$ cat src/rtl/asc_pkg.sv
`timescale 1ns / 1ps
`default_nettype none

package asc_pkg;

  localparam int PIX_DEPTH  = 6144;
  localparam int ATTR_DEPTH = 768;
  localparam int PIX_AW     = 13;
  localparam int ATTR_AW    = 10;
  localparam int COPY_DW    = 8;
  localparam int ROWS       = 24;
  localparam int FLASH_W    = 5;
  localparam int IN_W       = 32;
  localparam int OUT_W      = 48;

  typedef enum logic {
    CMD_DECODE = 1'b0,
    CMD_EOF    = 1'b1
  } cmd_t;

  typedef struct packed {
    logic               pix_we;
    logic [PIX_AW-1:0]  pix_addr;
    logic [COPY_DW-1:0] pix_data;
    logic               attr_we;
    logic [ATTR_AW-1:0] attr_addr;
    logic [COPY_DW-1:0] attr_data;
  } copy_wr_t;

  // interleaved screen offset: row[4:3], line, row[2:0], col
  function automatic logic [PIX_AW-1:0] pix_offset(input logic [4:0] row,
                                                   input logic [2:0] line,
                                                   input logic [4:0] col);
    pix_offset = {row[4:3], line, row[2:0], col};
  endfunction

  function automatic logic [ATTR_AW-1:0] attr_offset(input logic [4:0] row,
                                                     input logic [4:0] col);
    attr_offset = {row, col};
  endfunction

endpackage

`default_nettype wire

$ cat src/rtl/asc_cell_pipe.sv
`timescale 1ns / 1ps
`default_nettype none

module asc_cell_pipe import asc_pkg::*; (
  input  wire logic               clk,
  input  wire logic               rst,
  input  wire logic               in_fire,
  input  wire logic [IN_W-1:0]    in_data,
  input  wire logic               in_cmd,
  output logic                    in_ready,
  input  wire logic [COPY_DW-1:0] pix_rd,
  input  wire logic [COPY_DW-1:0] attr_rd,
  output copy_wr_t                wr,
  output logic                    out_valid,
  input  wire logic               out_ready,
  output logic [OUT_W-1:0]        out_data
);

  logic               s1_valid;
  cmd_t               s1_cmd;
  logic [4:0]         s1_col;
  logic [4:0]         s1_row;
  logic [2:0]         s1_line;
  logic [7:0]         s1_attr;
  logic [7:0]         s1_pix;

  logic [FLASH_W-1:0] flash_count;
  logic               first_frame;
  logic               dirty_acc;

  // last write to each copy, for an item read in the same cycle as that write
  logic               pw_valid;
  logic [PIX_AW-1:0]  pw_addr;
  logic [COPY_DW-1:0] pw_data;
  logic               aw_valid;
  logic [ATTR_AW-1:0] aw_addr;
  logic [COPY_DW-1:0] aw_data;

  logic               adv;
  logic               swap;
  logic [2:0]         ink;
  logic [2:0]         paper;
  logic [7:0]         attr_sw;
  logic [3:0]         ink_idx;
  logic [3:0]         paper_idx;
  logic [PIX_AW-1:0]  addr;
  logic [ATTR_AW-1:0] aidx;
  logic               in_range;
  logic [COPY_DW-1:0] pix_old;
  logic [COPY_DW-1:0] attr_old;
  logic               changed;
  logic               dirty_next;
  logic [OUT_W-1:0]   result;
  logic [31:0]        pixels;

  assign adv      = !out_valid || out_ready;
  assign in_ready = !s1_valid || adv;

  always_comb begin
    swap      = s1_attr[7] && !flash_count[FLASH_W-1];
    ink       = swap ? s1_attr[5:3] : s1_attr[2:0];
    paper     = swap ? s1_attr[2:0] : s1_attr[5:3];
    attr_sw   = {s1_attr[7:6], paper, ink};
    ink_idx   = {s1_attr[6], ink};
    paper_idx = {s1_attr[6], paper};
    addr      = pix_offset(s1_row, s1_line, s1_col);
    aidx      = attr_offset(s1_row, s1_col);
    in_range  = s1_row < 5'(ROWS);
    pix_old   = (pw_valid && pw_addr == addr) ? pw_data : pix_rd;
    attr_old  = (aw_valid && aw_addr == aidx) ? aw_data : attr_rd;
    changed   = in_range && (pix_old != s1_pix || attr_old != attr_sw);
    dirty_next = ((s1_col == 5'd0 && s1_line == 3'd0) ? 1'b0 : dirty_acc) || changed;
    for (int k = 0; k < 8; k++) begin
      pixels[4*k +: 4] = s1_pix[7-k] ? ink_idx : paper_idx;
    end
    result = {2'b00, dirty_next || first_frame, addr, pixels};
  end

  always_comb begin
    wr.pix_we    = s1_valid && adv && s1_cmd == CMD_DECODE && in_range;
    wr.pix_addr  = addr;
    wr.pix_data  = s1_pix;
    wr.attr_we   = wr.pix_we;
    wr.attr_addr = aidx;
    wr.attr_data = attr_sw;
  end

  always_ff @(posedge clk) begin
    if (in_fire) begin
      s1_cmd  <= cmd_t'(in_cmd);
      s1_col  <= in_data[4:0];
      s1_row  <= in_data[9:5];
      s1_line <= in_data[12:10];
      s1_attr <= in_data[20:13];
      s1_pix  <= in_data[28:21];
    end
    if (wr.pix_we) begin
      pw_addr <= wr.pix_addr;
      pw_data <= wr.pix_data;
    end
    if (wr.attr_we) begin
      aw_addr <= wr.attr_addr;
      aw_data <= wr.attr_data;
    end
    if (adv) begin
      out_data <= (s1_cmd == CMD_EOF) ? '0 : result;
    end
  end

  always_ff @(posedge clk) begin
    if (rst) begin
      s1_valid    <= 1'b0;
      out_valid   <= 1'b0;
      flash_count <= '0;
      first_frame <= 1'b1;
      dirty_acc   <= 1'b0;
      pw_valid    <= 1'b0;
      aw_valid    <= 1'b0;
    end else begin
      if (in_fire) begin
        s1_valid <= 1'b1;
      end else if (adv) begin
        s1_valid <= 1'b0;
      end
      if (adv) begin
        out_valid <= s1_valid;
      end
      if (wr.pix_we) begin
        pw_valid <= 1'b1;
      end
      if (wr.attr_we) begin
        aw_valid <= 1'b1;
      end
      if (s1_valid && adv) begin
        if (s1_cmd == CMD_EOF) begin
          flash_count <= flash_count + 1'b1;
          first_frame <= 1'b0;
          dirty_acc   <= 1'b0;
        end else begin
          dirty_acc <= dirty_next;
        end
      end
    end
  end

endmodule

`default_nettype wire

$ cat config.mk
export PLATFORM = sky130hd
export DESIGN_NAME = asc_cell_pipe
export DESIGN_NICKNAME = d
export VERILOG_FILES = /design/src/rtl/asc_pkg.sv /design/src/rtl/asc_cell_pipe.sv
export SDC_FILE = /design/constraint.sdc
export NUM_CORES = 1
export LEC_CHECK = 0
export BUFFER_PORTS_ARGS = -buffer_cell sky130_fd_sc_hd__buf_4
export CAP_MARGIN = 30
export CORE_ASPECT_RATIO = 1.75
export CORE_MARGIN = 3
export CORE_UTILIZATION = 43
export DETAILED_ROUTE_END_ITERATION = 8
export PLACE_DENSITY = 0.8
export REMOVE_ABC_BUFFERS = 1
export SYNTH_ARGS = -nofsm -noshare
export SYNTH_HDL_FRONTEND = slang
export SYNTH_SLANG_ARGS = --single-unit
$ cat constraint.sdc
create_clock -name clk -period 7.8 [get_ports clk]
set_clock_uncertainty 0.05 [all_clocks]
set_input_delay 1.17 -clock clk [delete_from_list [all_inputs] [get_ports clk]]
set_output_delay 1.17 -clock clk [all_outputs]
set_load 0.05 [all_outputs]
* Word-level counts from Yosys, hierarchy flattened
Cells that the tools add are included.
** Word-level totals
- Register bits after elaboration :: 127
- Input port bits :: 53
- Output and inout bits :: 91
- Word-level logic and storage cells :: 61
** Cells by class
- $add $sub $neg :: 1
- Order comparisons :: 1
- Eq/ne operators :: 4
- Multiplexer cells :: 16
- Bitwise gates (word level) :: 1
- Reduce and logical (&&, ||, !) cells :: 20
** Operator list (number)
- 3-bit 2-to-1 mux :: 10
- 8-bit 2-to-1 mux :: 2
- 8-bit inequality test :: 2
- 13-bit equality test :: 1
- 10-bit equality test :: 1
- 1-bit logical AND :: 8
- 5-bit by 1-bit adder with 5-bit output, second input constant :: 1
- 5-bit zero test :: 1
- 1-bit logical OR :: 5
- 5-bit < comparator, second input constant :: 1
- 1-bit 2-to-1 mux :: 4
- 1-bit zero test :: 3
- 3-bit zero test :: 1
- 2-bit AND reduction :: 1
- 2-bit nonzero test :: 1
- 1-bit inverter :: 1

* Logic depth before layout (Yosys ltp)
Gate-level depths: netlist of the first run.
- Depth after elaboration :: 8
- Gate-level depth with buffers :: 9
- Depth with buffers taken out :: 8

* Worst setup path after synthesis of the first run
No wires, ideal clock.
- Path kind :: in2out
- Start point :: input out_ready
- End point :: output wr[40] in the netlist's numbering
- Arrival :: 6.291 ns
- Data required time :: 6.580 ns
- Setup slack :: 0.289 ns
- Stages :: 5
- Path buffers :: 1
- Cell sequence :: nor2b_1 inv_1 nand2_1 a211oi_1 buf_4
** RTL lines
- start, declared :: line asc_cell_pipe.sv:15 : input wire logic out_ready,
- end, declared :: line asc_cell_pipe.sv:13 : output copy_wr_t wr,

==> results.md, run 1 <==
- Final setup TNS: 0 ns
- Routed Antenna Nets: 0
- Number of buffers added on ports: 138
- Root buf cell: clkbuf_16
- Yosys top cell by area: edfxtp_1
- Maximum VDD drop: 0.000156 V
- Max cap viols: 0
- DR pass1 iterations: 4
- Library cells used by synthesis: 42
- DRC viols: 0
- Hold Path Origin: first_frame$_SDFFE_PP1P_
- Worst path required time: 6.58 ns
- Critical Path AT: between 2 and 3 ns
- Largest family of logic cells by synthesized area: simple AND/OR/NAND/NOR gates
- Initial antenna violation count: 0
- Most common cell in the synthesized netlist: edfxtp_1
- Synth Area in Adders: 0.00262
- Starting Density: 0.444
- #FFs+latches synth: 108
- Via density: 5.22
- Yosys warns: 0
- Fin. Hold Viols: 0
- GRT Total Usage: 0.176
- Simple-gate share of the synthesized area: 0.0896
- Design internal power: 0.00100 W
- Final setup viols: 0
- DRT Wirelength: 10,700 um
- FP Rows: 50
- Kind of critical path: in2out
- Post-synth EDFFs: 98
- Post-synthesis sequential area ratio: 0.658
- Share of the synthesized area in the top cell type: 0.616
- Total core area: 10,800 um2
- Worst setup SP type: input pin
- Die W: 85.7 um
- Routed via count: 3,098
- Clock share of power: 0.277
- HPWL Detailed: around 8000 um
- XOR/XNOR Fraction of Synth Area: 0.0477
- Hold_buf cts: 0
- Num CTS Buffers: 9
- Mapped cell area: 4780 um2
- Fraction of layout cells with a size suffix above 1: 0.356
- Top_reg_cell synth: edfxtp_1
- # IOs: 144
- TritonCTS sink count: 108
- Die ar.: 12,500 um2
- Post-Synthesis Cells: 358
- Clock Latency Late Sink: 0.34 ns
- First-pass GRT wire length: 16,800 um
- Ys async rst share: 0
- Hold WC Path Type: reg2reg
- Post-synthesis area per instance: ~13 um2
- Largest net degree at the start of global routing: 42
- Sw Share: 0.321
- Cts repair resizes: 0
- Design Power: 0.00148 W
- Fill cell count: 932
- Grt total ovfl: 0
- H-tree Lvls: 3
- Postcts setup bufs: 0
- Routability Congestion: 0.879
- Footprint of the multi-input gates: between 1000 and 1500 um2
- Pin slew with the least headroom to its limit: slightly below 0.9 ns
- Worst reg2reg startpoint: s1_attr[7]$_DFFE_PP_
- Seq pwr share: 0.487
- Largest fanout on the critical path: 41
- Number of global-route vias before repair: 3,259
- Power per standard cell area: 249 nW/um2
- Combinational share of power: 0.237
- Worst Slack Setup Final: 3.61 ns
- Starting DRT DRC Count: 195
- Top post-synthesis cells by area: edfxtp_1 (62%), buf_4 (5.7%), a211oi_1 (4.2%)
- Post-route clock period utilization: 0.537
- Register area: 3140 um2
- Critical path origin: out_ready
- Leak: 2.39 nW
- Layout area overhead: 24.5%
- Final nets: 513
- Sw power: 0.000475 W
- Dpl ws: 3.56 ns
- Synth Area in Compound Gates: 0.0778
- Post-route minimum period: 4.19 ns
- Relative slew slack: 0.389
- Die span in y: 145 um
- Clk buf depth: 2
- CP Capture Type: primary output
- Synth cell count leaders: edfxtp_1 (98), nor2_1 (37), buf_4 (36)
- Clk slew on worst S/H paths: 0.06 ns
- Worst hold slack: 0.426 ns
- Status: complete, no violations
- Mux share of post-synthesis cell area: 0.0372
- N_diodes: 0
- Final Max Tran Viols: 0
- CTS tree: yes
- Max Clk Rate: 0.239 GHz
- Core Util, Final: 0.553
- RSZ-0062 raised after global routing: false
- Wire per inst: ~18 um
worst paths after layout:
kind,depth (start not counted),end,slack [ns]
hold reg to reg,2,first_frame$_SDFFE_PP1P_,0.43
hold / removal,2,first_frame$_SDFFE_PP1P_,0.43
setup / recovery,8,wr[40],3.61
setup reg to reg,7,out_data[45]$_SDFFCE_PP0N_,4.39
placed cells by master (no fill, tap or decap), types with 2 or more instances in the layout:
master	count
nor2_1	37
nand2_1	9
xor2_1	12
inv_1	13
nor3_1	2
conb_1	2
clkbuf_16	9
buf_4	144
dfxtp_1	10
o22ai_1	5
a32oi_1	2
nand4_1	7
nor3_2	2
nor4_1	4
edfxtp_1	98
nand3_1	3
clkinv_1	4
clkinv_2	3
mux2_2	2
xnor2_1	14
a21oi_1	5
mux2i_1	14
nor2b_1	17
a211oi_1	26
per-stage QoR:
| step | instance area [um2] | instances |
|---|---|---|
| 5_1_grt | 5950 | 594 |
| 3_5_place_dp | 5690 | 578 |
| 3_3_place_gp | 5690 | 578 |
| 6_report | 5950 | 594 |
| 4_1_cts | 5950 | 594 |
| 2_1_floorplan | 4420 | 304 |
critical path: stages:
cell	delay, ns
buf_4	0.08
nor2b_1	0.06
clkinv_1	0.05
buf_4	0.44
nand2_1	0.21
a211oi_4	0.24
buf_4	0.41
buf_4	0.28
power groups by stage:
stage	Sequential (W)	Clock [W]	Combinational (W)
6_report	0.000720	0.000410	0.000350
5_1_grt	0.000727	0.000438	0.000366
4_1_cts	0.000721	0.000415	0.000353
3_5_place_dp	0.000734	0	0.000353
3_3_place_gp	0.000731	0	0.000346
2_1_floorplan	0.000877	0	0.0000801
flip-flops by register name, summed over array words and instances, names as in the netlist, 3 cells and up:
register     cells
aw_data          8
flash_count      5
out_data        39
pw_addr         13
pw_data          8
s1_attr          8
s1_col           5
s1_line          3
s1_pix           8
s1_row           5
layer usage:
layer / share of wire / GRT usage
met1: 0.36 / 0.187
met2: 0.56 / 0.322
met3: 0.043 / 0.0312
met4: 0.031 / 0.0927
met5: 0 / 0
cell type report:
| type | count | area share |
|---|---|---|
| multi-input combinational | 181 | 0.209 |
| clock inverter | 6 | 0.00526 |
| inverter | 15 | 0.00947 |
| tap | 130 | 0.0274 |
| sequential | 108 | 0.529 |
| clock buffer | 10 | 0.0385 |
| timing repair buffer | 144 | 0.182 |
cell families (layout without fill, tap and decap cells):
logic type	Yosys count	after routing
adders and majority gates	1	1
DFF	108	108
other	1	2
buffers and inverters	70	175
and+or+nand+nor	86	86
muxes	17	17
xor gates and xnor gates	26	26
AOI/OAI and AO/OA	49	49
Power figures use the tool's default switching activity.
==> run 2: changes to the inputs <==
--- a/config.mk
+++ b/config.mk
@@ -5,13 +5,14 @@
 export SDC_FILE = /design/constraint.sdc
 export NUM_CORES = 1
 export LEC_CHECK = 0
+export ABC_AREA = 1
 export BUFFER_PORTS_ARGS = -buffer_cell sky130_fd_sc_hd__buf_4
 export CAP_MARGIN = 30
 export CORE_ASPECT_RATIO = 1.75
 export CORE_MARGIN = 3
 export CORE_UTILIZATION = 43
 export DETAILED_ROUTE_END_ITERATION = 8
-export PLACE_DENSITY = 0.8
+export PLACE_DENSITY = 0.79
 export REMOVE_ABC_BUFFERS = 1
 export SYNTH_ARGS = -nofsm -noshare
 export SYNTH_HDL_FRONTEND = slang
==> constraint.sdc (replaced) <==
create_clock -name clk -period 4.3 [get_ports clk]
set_clock_uncertainty 0.05 [all_clocks]
set_input_delay 0.645 -clock clk [delete_from_list [all_inputs] [get_ports clk]]
set_output_delay 0.645 -clock clk [all_outputs]
set_load 0.05 [all_outputs]
==> run 2 against run 1 <==
Routed wire length rose by 10%. Sequential cell count did not move. Non-clock buffer count down 1. Sequential share of layout area is 2.8 points lower. Hold slack lost 0.018 ns. Die area is 5.9% higher. Utilization is 0.065 points higher. Synthesized cell count grew 45%. Sequential power up 81%. Global-route usage up 0.25 points. Largest power group unchanged.
==> results.md, run 2 <==
- Status: complete, no violations (unchanged)
- Met1 Resource Use GR: 0.165 (was 0.187)
- Share of the synthesized area in the top cell type: 0.580 (was 0.616)
- Layout area overhead: 23.8% (was 24.5%)
- Post-synth EDFFs: 98 (unchanged)
- Critical Path AT: 2.89 ns (was 2.97 ns)
- Wire per inst: 15.5 um (was 18.1 um)
- Routability Congestion: 0.847 (was 0.879)
- RSZ-0062 raised after global routing: false (unchanged)
- Top_reg_cell synth: edfxtp_1 (unchanged)
- Top post-synthesis cells by area: edfxtp_1 (58%), nand2_1 (9.3%), buf_4 (5.2%) (was edfxtp_1 (62%), buf_4 (5.7%), a211oi_1 (4.2%))
- Power per standard cell area: 440 nW/um2 (was 249 nW/um2)
- Max FFs per register: 39 (unchanged)
- HPWL Detailed: 9170 um (was 8020 um)
- DR pass1 iterations: 5 (was 4)
- Post-Synthesis Cells: 520 (was 358)
- Starting Density: 0.447 (was 0.444)
- DRT Wirelength: 11,800 um (was 10,700 um)
- Max cap viols: 0 (unchanged)
- Synth cell count leaders: nand2_1 (126), edfxtp_1 (98), inv_1 (66) (was edfxtp_1 (98), nor2_1 (37), buf_4 (36))
- Number of buffers added on ports: 138 (unchanged)
- Hold WC Path Type: reg2reg (unchanged)
- Relative slew slack: 0.558 (was 0.389)
- Met3 Use GR: 0.0353 (was 0.0312)
- #FFs+latches synth: 108 (unchanged)
- Kind of critical path: reg2reg (was in2out)
- Ys async rst share: 0 (unchanged)
- Largest Register: out_data (unchanged)
- Die span in y: 150 um (was 145 um)
- Pin slew with the least headroom to its limit: 0.663 ns (was 0.892 ns)
- Leak: 2.91 nW (was 2.39 nW)
- Post-route minimum period: 2.84 ns
- Most common cell after layout, fill and taps aside: buf_4 (unchanged)
- Hold Path Origin: first_frame$_SDFFE_PP1P_ (unchanged)
- Hold_buf cts: 0 (unchanged)
- Worst path required time: 4.35 ns (was 6.58 ns)
- Core Util, Final: 0.553 (about the same)
- Postcts setup bufs: 0 (unchanged)
- DRC viols: 0 (unchanged)
- CP Capture Type: flip-flop (was primary output)
- Largest net degree at the start of global routing: 32 (was 42)
- Critical path origin: s1_row[0]$_DFFE_PP_ (was out_ready)
- Final setup viols: 0 (unchanged)
- Max Clk Rate: 0.352 GHz
- Maximum VDD drop: 0.000298 V (was 0.000156 V)
- Fin. Hold Viols: 0 (unchanged)
- Worst reg2reg startpoint: s1_row[0]$_DFFE_PP_ (was s1_attr[7]$_DFFE_PP_)
- Yosys top cell by area: edfxtp_1 (unchanged)
- Root buf cell: clkbuf_16 (unchanged)
- Starting DRT DRC Count: 219 (was 195)
- Number of global-route vias before repair: 3,831 (was 3,259)
- FP Rows: 51 (was 50)
- Die W: 88.1 um (was 85.7 um)
- Post-synthesis sequential area ratio: 0.619 (was 0.658)
- Most frequent cells in the layout: buf_4 (143), nand2_1 (126), edfxtp_1 (98) (was buf_4 (144), edfxtp_1 (98), nor2_1 (37))
- Reg2Reg Depth: 18 (was 7)
- Num CTS Buffers: 9 (unchanged)
- Post-route clock period utilization: 0.662
- Yosys warns: 0 (unchanged)
- Clk buf depth: 2 (unchanged)
- Grt total ovfl: 0 (unchanged)
- Final Max Tran Viols: 0 (unchanged)
- GR Layer Usage met2: 0.352 (was 0.322)
- Largest fanout on the critical path: 21 (was 41)
- H-tree Lvls: 3 (unchanged)
- CTS tree: yes (unchanged)
- Fraction of layout cells with a size suffix above 1: 0.274 (was 0.356)
- Grt peak-use layer: met2 (unchanged)
- Clock Latency Late Sink: 0.34 ns (about the same)
- Initial antenna violation count: 0 (unchanged)
- Mapped cell area: 5080 um2 (was 4780 um2)
- Via density: 4.99 (was 5.22)
- Cts repair resizes: 0 (unchanged)
- # IOs: 144 (unchanged)
- First-pass GRT wire length: 17,800 um (was 16,800 um)
- Final setup TNS: 0 ns (unchanged)
- Total core area: 11,400 um2 (was 10,800 um2)
- Worst setup SP type: flip-flop (was input pin)
- Largest regs: out_data (39), pw_addr (13) (unchanged)
- N_diodes: 0 (unchanged)
- Die ar.: 13,200 um2 (was 12,500 um2)
- Routed via count: 3,824 (was 3,098)
- Most common cell in the synthesized netlist: nand2_1 (was edfxtp_1)
- Final nets: 683 (was 513)
- Library cells used by synthesis: 24 (was 42)
- Routed Antenna Nets: 0 (unchanged)
- GRT Total Usage: 0.178 (was 0.176)
- Post-synthesis area per instance: 9.76 um2 (was 13.3 um2)
- Hold Path Depth: 2 (unchanged)
- TritonCTS sink count: 108 (unchanged)
- Clk slew on worst S/H paths: 0.07 ns (was 0.06 ns)
## run 2: cell types whose count changed in the layout (fill, tap and decap cells not counted), sizes merged, moves of 12 or more
cell	delta
a211oi	-27
a21oi	+26
inv	+62
mux2i	-14
nand2	+118
nand3	+33
nor2b	-17
o21ai	+34
xor2	-12
## run 2: cells by family after synthesis
group	synth area share
adder cells (fa/ha/maj)	0.00246
AO/OA/AOI/OAI	0.0658
buffers and inverters	0.120
flip-flops	0.619
other	0.000739
XOR/XNOR	0.00518
AND/OR/NAND/NOR	0.187
## run 2: final timing paths
kind                            slack [ns]                    endpoint
worst max-delay path                  1.46  out_data[45]$_SDFFCE_PP0N_
worst min-delay path                  0.41    first_frame$_SDFFE_PP1P_
worst min register to register        0.41    first_frame$_SDFFE_PP1P_
worst max register to register        1.46  out_data[45]$_SDFFCE_PP0N_
## run 2: power breakdown
group,internal [W],leakage [nW],switching (W)
clock network,0.000453,0.144,0.000360
registers,0.00124,1.08,0.0000570
logic,0.000186,1.69,0.000466
total,0.00188,2.91,0.000882
## run 2: worst max-delay path, cell delays in order (launching register included)
cell and delay, ns:
edfxtp_1 0.51, nand2_1 0.11, nand2_1 0.05, nor2_1 0.09, nand2_1 0.10, nor2_4 0.44, nand2_2 0.25, nand2_1 0.15
nand2_1 0.06, nand2_1 0.06, nand2_1 0.06, nor2_1 0.10, nand2_1 0.11, nor2_1 0.10, nand2_1 0.07, nand2_1 0.05
nand2_1 0.07, o21ai_1 0.13, inv_1 0.05
## run 2: through the flow
step / hold WS, ns / cell area [um2] / cells / worst slack [ns] / power [W]
finish: 0.408 / 6280 / 766 / 1.46 / 0.00276
global route: 0.413 / 6280 / 766 / 1.08 / 0.00286
CTS: 0.412 / 6280 / 766 / 1.44 / 0.00278
detailed placement: 0.383 / 5990 / 750 / 1.45 / 0.00198
global placement: 0.386 / 5990 / 750 / 1.56 / 0.00195
floorplan: 0.369 / 4750 / 475 / 0.814 / 0.00174
## run 2: layout make-up
class / instances / area, um2
Inverter: 75 / 282
Multi-Input combinational cell: 292 / 1330
Fill cell: 991 / 5070
Clock inverter: 6 / 63.8
Clock buffer: 10 / 229
Sequential cell: 108 / 3140
Tap cell: 132 / 165
Timing Repair Buffer: 143 / 1070
## run 2: per-layer routing
metal  vias up  wire, um
met4         0       432
met3        27       570
li1       1886         -
met1      1788      4030
met5         -         0
met2       123      6810
==> run 3: changes to the inputs <==
--- a/config.mk
+++ b/config.mk
@@ -12,7 +12,7 @@
 export CORE_MARGIN = 3
 export CORE_UTILIZATION = 43
 export DETAILED_ROUTE_END_ITERATION = 8
-export PLACE_DENSITY = 0.79
+export PLACE_DENSITY = 0.82
 export REMOVE_ABC_BUFFERS = 1
 export SYNTH_ARGS = -nofsm -noshare
 export SYNTH_HDL_FRONTEND = slang
==> constraint.sdc (replaced) <==
create_clock -name clk -period 2.3 [get_ports clk]
set_clock_uncertainty 0.05 [all_clocks]
set_input_delay 0.345 -clock clk [delete_from_list [all_inputs] [get_ports clk]]
set_output_delay 0.345 -clock clk [all_outputs]
set_load 0.05 [all_outputs]
==> run 3 against run 2 <==
Critical path depth is 1 lower. Worst setup slack worse by 1.7 ns. Hold slack worse by 0.28 ns. First-iteration DRC count is 21% lower. Clock power is 88% higher. Maximum frequency is 11% higher. Total power is 90% higher. The flow now finishes with violations (setup timing). Critical path type unchanged. Via count is 2.2% higher.
==> results.md, run 3 (synthesis gave the netlist of run 2 again) <==
- Total core area: 11,400 um2 (unchanged)
- Routed via count: 3,908 (was 3,824)
- Final setup TNS: -0.504 ns (was 0 ns)
- Largest net degree at the start of global routing: 32 (unchanged)
- First-pass GRT wire length: 18,800 um (was 17,800 um)
- DRT Wirelength: 12,100 um (was 11,800 um)
- Maximum VDD drop: 0.000457 V (was 0.000298 V)
- H-tree Lvls: 3 (unchanged)
- HPWL Detailed: 9260 um (was 9170 um)
- Status: finished, violations left (was complete, no violations)
- Worst Slack Setup Final: -0.255 ns (was 1.46 ns)
- Post-route minimum period: 2.55 ns (was 2.84 ns)
- Chain of cells forming the critical path: nand2_2 -> nand2_1 -> nor2_1 -> nand2_1 -> nor2_4 -> buf_6 -> nand3b_1 -> nand3b_1 -> nand2_1 -> nor2_1 -> nand2_1 -> nor2_1 -> nand2_1 -> nand2_1 -> nand2_2 -> o21ai_2 -> inv_1 (was nand2_1 -> nand2_1 -> nor2_1 -> nand2_1 -> nor2_4 -> nand2_2 -> nand2_1 -> nand2_1 -> nand2_1 -> nand2_1 -> nor2_1 -> nand2_1 -> nor2_1 -> nand2_1 -> nand2_1 -> nand2_1 -> o21ai_1 -> inv_1)
- DRC viols: 0 (unchanged)
- Slack of the worst reg-to-reg path: -0.25 ns (was 1.46 ns)
- Wire per inst: 15.2 um (was 15.5 um)
- Most common cell after layout, fill and taps aside: buf_4 (unchanged)
- FP Rows: 51 (unchanged)
- Worst reg2reg startpoint: s1_row[0]$_DFFE_PP_ (unchanged)
- CP Capture Type: flip-flop (unchanged)
- Met3 Use GR: 0.0386 (was 0.0353)
- Largest regs: out_data (39), pw_addr (13) (unchanged)
- Grt total ovfl: 0 (unchanged)
- Max cap viols: 0 (unchanged)
- Initial antenna violation count: 0 (unchanged)
- Largest fanout on the critical path: 5 (was 21)
- Critical path origin: s1_row[0]$_DFFE_PP_ (unchanged)
- Starting Density: 0.447 (unchanged)
- Largest Register: out_data (unchanged)
- Routability Congestion: 0.858 (was 0.847)
- Hold Path Origin: in_data[6] (was first_frame$_SDFFE_PP1P_)
- Starting DRT DRC Count: 172 (was 219)
- GR Layer Usage met2: 0.355 (was 0.352)
- CTS tree: yes (unchanged)
- Grt peak-use layer: met2 (unchanged)
- Die W: 88.1 um (unchanged)
- Die ar.: 13,200 um2 (unchanged)
- Worst path required time: 2.35 ns (was 4.35 ns)
- Reg2Reg Depth: 17 (was 18)
- Clock Latency Late Sink: 0.34 ns (about the same)
- Cell mode on critical path: nand2_1 (unchanged)
- Leak: 3.09 nW (was 2.91 nW)
- Layout area overhead: 29.7% (was 23.8%)
- Kind of critical path: reg2reg (unchanged)
- N_diodes: 0 (unchanged)
- Fin. Hold Viols: 0 (unchanged)
- Pin slew with the least headroom to its limit: 0.498 ns (was 0.663 ns)
- Max Clk Rate: 0.391 GHz (was 0.352 GHz)
- Max FFs per register: 39 (unchanged)
- Worst setup SP type: flip-flop (unchanged)
- Routed Antenna Nets: 0 (unchanged)
- Via density: 4.89 (was 4.99)
- Clk slew on worst S/H paths: 0.07 ns (about the same)
- Most frequent cells in the layout: buf_4 (175), nand2_1 (122), edfxtp_1 (98) (was buf_4 (143), nand2_1 (126), edfxtp_1 (98))
- Met1 Resource Use GR: 0.184 (was 0.165)
- Crit path capture: out_data[45]$_SDFFCE_PP0N_ (unchanged)
- Clk buf depth: 2 (unchanged)
- Final setup viols: 2 (was 0)
- Root buf cell: clkbuf_16 (unchanged)
- Core Util, Final: 0.579 (was 0.553)
- DR pass1 iterations: 5 (unchanged)
- GRT Total Usage: 0.186 (was 0.178)
- Crit path largest cell delay: 0.48 ns (was 0.51 ns)
- Final Max Tran Viols: 0 (unchanged)
- TritonCTS sink count: 108 (unchanged)
- # IOs: 144 (unchanged)
- RSZ-0062 raised after global routing: true (was false)
- Hold WC Path Type: in2reg (was reg2reg)
- Slowest stage cell, crit path: edfxtp_1 (unchanged)
- Post-route clock period utilization: 1.11 (was 0.662)
- Relative slew slack: 0.664 (was 0.558)
- Die span in y: 150 um (unchanged)
- Number of buffers added on ports: 138 (unchanged)
- Power per standard cell area: 796 nW/um2 (was 440 nW/um2)
- Num CTS Buffers: 9 (unchanged)
- R2R Path End: out_data[45]$_SDFFCE_PP0N_ (unchanged)
- Fraction of layout cells with a size suffix above 1: 0.322 (was 0.274)
- Number of global-route vias before repair: 3,956 (was 3,831)
- Final nets: 717 (was 683)
- Failing checks: setup timing
- Critical Path AT: 2.60 ns (was 2.89 ns)
## run 3: routing by layer
metal	vias to the layer above	part of all wire	wire length, um
li1	1953	-	-
met1	1778	0.34	4160
met2	145	0.57	6870
met3	32	0.055	662
met4	0	0.035	425
met5	-	0	0
## run 3: repair_timing
action	4_1_cts	5_1_grt
buffers inserted	2	2
setup endpoints to repair	2	2
pin swaps	10	11
hold buffers	0	0
gates resized for setup	7	6
## run 3: how the worst min path moves through the flow
| stage | end | slack, ns | cells past startpoint |
|---|---|---|---|
| after floorplan | aw_valid$_SDFFE_PP0P_ | 0.36 | 1 |
| after global placement | flash_count[3]$_SDFFE_PP0P_ | 0.38 | 1 |
| after detailed placement | first_frame$_SDFFE_PP1P_ | 0.40 | 2 |
| after CTS | s1_row[1]$_DFFE_PP_ | 0.11 | 1 |
| after global routing | s1_col[3]$_DFFE_PP_ | 0.11 | 1 |
| final | s1_row[1]$_DFFE_PP_ | 0.12 | 1 |
## run 3: layout make-up
class,instances,area [um2]
Tap cell,132,165
Timing Repair Buffer,177,1340
Clock buffer,9,225
Sequential cell,108,3140
Fill cell,917,4780
Multi-Input combinational cell,292,1360
Clock inverter,7,67.6
Inverter,75,282
## run 3: metrics by stage
step	std cells	total power [W]	area, um2	hold WS [ns]	setup WS, ns
6_report	800	0.00524	6580	0.123	-0.255
5_1_grt	800	0.00544	6580	0.112	-0.388
4_1_cts	798	0.00526	6550	0.111	-0.143
3_5_place_dp	780	0.00374	6220	0.405	-0.222
3_3_place_gp	780	0.00371	6220	0.383	-0.0876
2_1_floorplan	475	0.00326	4750	0.364	-1.19
## run 3: power breakdown
group / switching, W / internal, W
logic: 0.000900 / 0.000397
clock network: 0.000689 / 0.000840
registers: 0.0000929 / 0.00232
## run 3: worst max-delay path: cells and delay by family (launching register included)
| kind | cells | cell delay, ns |
|---|---|---|
| AOI/OAI and AO/OA | 1 | 0.12 |
| buffers and inverters | 2 | 0.17 |
| DFF | 1 | 0.48 |
| and+or+nand+nor | 14 | 1.50 |
